### config.mk
export PLATFORM = sky130hd
export DESIGN_NAME = smt_cell
export DESIGN_NICKNAME = d
export VERILOG_FILES = /design/src/rtl/smt_pkg.sv /design/src/rtl/smt_cell.sv
export SDC_FILE = /design/constraint.sdc
export NUM_CORES = 1
export LEC_CHECK = 0
export BUFFER_PORTS_ARGS = -buffer_cell sky130_fd_sc_hd__buf_4
export CAP_MARGIN = 20
export CORE_MARGIN = 2
export CORE_UTILIZATION = 50
export CTS_BUF_LIST = sky130_fd_sc_hd__clkbuf_4 sky130_fd_sc_hd__clkbuf_8 sky130_fd_sc_hd__clkbuf_16
export CTS_CLUSTER_SIZE = 12
export DETAILED_ROUTE_END_ITERATION = 8
export PLACE_DENSITY = 0.86
export SYNTH_ARGS = -nofsm -noshare
export SYNTH_HDL_FRONTEND = slang
export SYNTH_SLANG_ARGS = --single-unit
### constraint.sdc
create_clock -name clk -period 7.5 [get_ports clk]
set_input_delay 1.5 -clock clk [delete_from_list [all_inputs] [get_ports clk]]
set_output_delay 1.5 -clock clk [all_outputs]
set_load 0.02 [all_outputs]
### src/rtl/smt_pkg.sv
// shared types and constants for the sparse matrix transpose core
`default_nettype none

package smt_pkg;

    // term count registers are sized for a store of up to 63 entries
    localparam int CNT_W = 6;

    // action codes on the input channel
    localparam logic ACT_HEADER = 1'b0;
    localparam logic ACT_TERM   = 1'b1;

    typedef struct packed {
        logic [9:0]         row;
        logic [9:0]         col;
        logic signed [31:0] value;
    } term_t;

    // bump marks a term pushed out of a cell by a smaller one
    typedef struct packed {
        logic  valid;
        logic  bump;
        term_t term;
    } slot_t;

    // control broadcast from the sequencer to every cell
    typedef struct packed {
        logic clear;
        logic shift;
    } cell_ctrl_t;

endpackage

`default_nettype wire

### src/rtl/smt_cell.sv
// one cell of the systolic insertion sorter, holds a single term
`default_nettype none

module smt_cell
    import smt_pkg::*;
(
    input  wire logic       clk,
    input  wire logic       rst_n,
    input  wire cell_ctrl_t ctrl,
    input  wire slot_t      ins,
    input  wire slot_t      right,
    output slot_t           held,
    output slot_t           pass
);

    logic  held_valid_reg, held_valid_next;
    term_t held_term_reg, held_term_next;
    logic  pass_valid_reg, pass_valid_next;
    logic  pass_bump_reg, pass_bump_next;
    term_t pass_term_reg, pass_term_next;

    always_comb
    begin
        held_valid_next = held_valid_reg;
        held_term_next  = held_term_reg;
        pass_valid_next = 1'b0;
        pass_bump_next  = 1'b0;
        pass_term_next  = ins.term;
        priority if (ctrl.clear)
        begin
            held_valid_next = 1'b0;
        end
        else if (ctrl.shift)
        begin
            // drain toward the head of the chain
            held_valid_next = right.valid;
            held_term_next  = right.term;
        end
        else if (ins.valid)
        begin
            // a new term passes equal columns, a displaced one takes them back,
            // so terms that share a column keep their load order
            if (!held_valid_reg || (ins.term.col < held_term_reg.col) ||
                (ins.bump && (ins.term.col == held_term_reg.col)))
            begin
                held_valid_next = 1'b1;
                held_term_next  = ins.term;
                pass_valid_next = held_valid_reg;
                pass_bump_next  = 1'b1;
                pass_term_next  = held_term_reg;
            end
            else
            begin
                pass_valid_next = 1'b1;
                pass_bump_next  = ins.bump;
                pass_term_next  = ins.term;
            end
        end
        else
        begin
            held_valid_next = held_valid_reg;
        end
    end

    always_ff @(posedge clk or negedge rst_n)
    begin
        if (!rst_n)
        begin
            held_valid_reg <= 1'b0;
            pass_valid_reg <= 1'b0;
            pass_bump_reg  <= 1'b0;
        end
        else
        begin
            held_valid_reg <= held_valid_next;
            pass_valid_reg <= pass_valid_next;
            pass_bump_reg  <= pass_bump_next;
        end
    end

    always_ff @(posedge clk)
    begin
        held_term_reg <= held_term_next;
        pass_term_reg <= pass_term_next;
    end

    assign held = '{valid: held_valid_reg, bump: 1'b0, term: held_term_reg};
    assign pass = '{valid: pass_valid_reg, bump: pass_bump_reg, term: pass_term_reg};

endmodule

`default_nettype wire

==> flow_summary_export.csv <==
group,metric,value,unit
place,hpwl,7880,um
cts,post_cts_resized,0,
layout,diodes,0,
pwr,peakVddDrop,0.119,mV
timing,tightest_slew,1090,ps
timing,tns,0,ps
critical_path,end_kind,"flip-flop",
detailed_routing,wl_per_cell,17.1,um
timing,min_period,4160,ps
place,dp_slack,2930,ps
timing,rsz0062_at_grt,"false",
run_status,status,"finished clean",
cts,clk_latency,360,ps
global_routing,grt_pass1_wl,15600,um
global_routing,antenna_found_initial,0,
cts,root_buffer,"clkbuf_8",
job,max-cap-violations,0,
floorplan,die-area,9880,um^2
pwr,p_leak,0.00301,uW
critical_path,worstPathArrival,4410,ps
floorplan,die_h,99.4,um
layout,post-route-util,73.1,%
critical_path,cp_top_family,"compound AO/OA/AOI/OAI gates",
critical_path,worst_setup_path_start_kind,"input port",
timing,fin_skew,16.8,ps
layout,drive_gt1_share,69.7,%
critical_path,crit_top_cell,"buf_4",
critical_path,r2r-end,"pass[51]$_DFF_P_",
critical_path,path_cells,"buf_4 -> ha_1 -> nand4_1 -> a211oi_2 -> a2111oi_4 -> o21ai_4 -> buf_4 -> mux2_2",
critical_path,cp-endpoint,"pass[51]$_DFF_P_",
timing,setup_ws,3340,ps
critical_path,cp_num_buf_inv,2,
detailed_routing,route.vias.total,2998,
global_routing,grt_pass1_vias,3166,
critical_path,crit_path_top_delay_cell,"o21ai_4",
detailed_routing,wirelength,10300,um
critical_path,ff2ff_path_depth,8,
floorplan,die_w,99.4,um
floorplan,core,8760,um^2
floorplan,boundaryPins,220,
cts,postCtsSetupBuffers,0,
detailed_routing,drt_iter0_markers,62,
cts,cts_buffers,9,
cts,hold_buffers,0,
logic_synthesis,postSynthCellCount,275,
cts,cts_tree,"yes",
global_routing,track_usage,20.4,%
critical_path,reg2reg_from,"held[37]$_DFFE_PP_",
logic_synthesis,syn_area,4550,um^2
min_path,hold_depth,1,
timing,setup_viol,0,
cts,path_clk_slew,90,ps
logic_synthesis,synth_seq_cells,107,
layout,mostFrequentLayoutCells,"219 x buf_4, 53 x mux2_2, 52 x edfxtp_1, 52 x dfxtp_1, 50 x mux2_4",
detailed_routing,viasPerCell,4.97,
logic_synthesis,synth.yosys.seq_area_share,58.9,%
critical_path,ff2ff_setup_slack,4170,ps
detailed_routing,postRouteAntennaNets,0,
floorplan,std_cell_rows,34,
global_routing,grt_max_degree,57,
detailed_routing,drc,0,
logic_synthesis,yosys_warnings,0,
place,place_congestion,0.749,
cts,clkSinkCount,107,
layout,final_common_cell,"buf_4",
place,numPortBuffers,217,
logic_synthesis,synth.net_count,397,
global_routing,grt_overflow_total,0,
pwr,power.density,209,nW/um^2
pwr,totalPowerFinal,1340,uW
critical_path,crit_required,7750,ps
timing,drv_slew,0,
critical_path,crit_path_start,"ins[37]",
logic_synthesis,syn_area_per_cell,16.5,um^2
layout,syn2layout_area_growth,40.9,%
detailed_routing,firstDrtPassIters,4,
timing,fin_crit_sh,55.5,%
critical_path,cp.depth,8,
critical_path,critPathMaxStageDelay,870,ps
timing,slew_headroom,27.2,%
layout,fin_nets,612,
cts,clk_path_buf_depth,2,
min_path,hp-class,"reg2reg",
critical_path,cp_max_fo,29,
timing,finalHoldViolCount,0,
floorplan,start_util,51.9,%
timing,max_freq,240,MHz
critical_path,crit_type,"in2reg",
cts,htreeDepth,3,
logic_synthesis,ys_types,30,
cells by family (layout without fill, tap and decap cells):
kind of cell               after synthesis  in the layout  share of synthesized area [%]
and+or+nand+nor                         13             13                           1.60
adders and majority gates               10             10                           2.75
DFF                                    107            107                           58.9
other                                    1              1                         0.0825
muxes                                  103            103                           29.6
buffers and inverters                   28            248                           4.43
AOI/OAI and AO/OA                       13             13                           2.64
layout make-up:
cell class	instances	area (um^2)
Fill cell	575	2360
Clock buffer	12	146
Clock inverter	4	73.8
Inverter	13	48.8
Multi-Input combinational cell	140	1680
Sequential cell	107	2680
Tap cell	108	135
Timing Repair Buffer	219	1640
layer usage:
metal  wire length [um]  vias up  part of all wire [%]  track usage, %
li1                   -     1432                     -               -
met1               3690     1424                    36            21.0
met2               5600      131                    54            39.1
met3                895       11                   8.7            6.11
met4                120        0                   1.2            6.74
met5                  0        -                     0               0
worst min path at each step:
stage / startpoint / endpoint / slack, ps
2_1_floorplan: held_valid_reg$_DFFE_PN0P_ / pass_valid_reg$_DFF_PN0_ / 520
3_3_place_gp: held[1]$_DFFE_PP_ / pass[1]$_DFF_P_ / 490
3_5_place_dp: held[8]$_DFFE_PP_ / pass[8]$_DFF_P_ / 490
4_1_cts: held[5]$_DFFE_PP_ / pass[5]$_DFF_P_ / 520
5_1_grt: held[9]$_DFFE_PP_ / pass[9]$_DFF_P_ / 530
6_report: held[5]$_DFFE_PP_ / pass[5]$_DFF_P_ / 520
power by group:
group | internal [uW] | switching, uW | total, uW | leakage [uW]
logic | 144 | 124 | 268 | 0.00192
registers | 660 | 17.6 | 678 | 0.000976
clock network | 200 | 191 | 391 | 0.000111
total | 1000 | 333 | 1340 | 0.00301
Yosys cell counts:
| master | n | area (um^2) |
|---|---|---|
| nor3_1 | 2 | 10.0 |
| mux2_4 | 50 | 751 |
| a211oi_1 | 1 | 7.51 |
| nand3_1 | 1 | 5.00 |
| a21oi_1 | 2 | 10.0 |
| dfrtp_1 | 3 | 75.1 |
| a211oi_2 | 1 | 12.5 |
| dfxtp_1 | 52 | 1040 |
| nor2_1 | 2 | 7.51 |
| inv_1 | 13 | 48.8 |
| mux2_2 | 53 | 597 |
| buf_4 | 4 | 30.0 |
| conb_1 | 1 | 3.75 |
| edfxtp_1 | 52 | 1560 |
| ha_1 | 10 | 125 |
| o21ai_4 | 1 | 16.3 |
| o21ai_0 | 3 | 15.0 |
| nand2b_1 | 1 | 6.26 |
| nor3b_1 | 1 | 7.51 |
| nand2_1 | 2 | 7.51 |
| clkbuf_1 | 6 | 22.5 |
| o31ai_1 | 1 | 7.51 |
| buf_12 | 5 | 100 |
| nand4_1 | 2 | 12.5 |
| o21ai_1 | 1 | 5.00 |
| a2111oi_4 | 1 | 27.5 |
| and2_1 | 1 | 6.26 |
| o31a_2 | 1 | 10.0 |
| and4_2 | 1 | 10.0 |
| a21oi_2 | 1 | 8.76 |
through the flow:
stage                     area (um^2)  hold slack (ps)  instances
after floorplan                  4550              523        275
after global placement           6190              488        587
after detailed placement         6190              494        587
after CTS                        6410              517        603
after global routing             6410              534        603
final                            6410              515        603
Power figures use the tool's default switching activity.
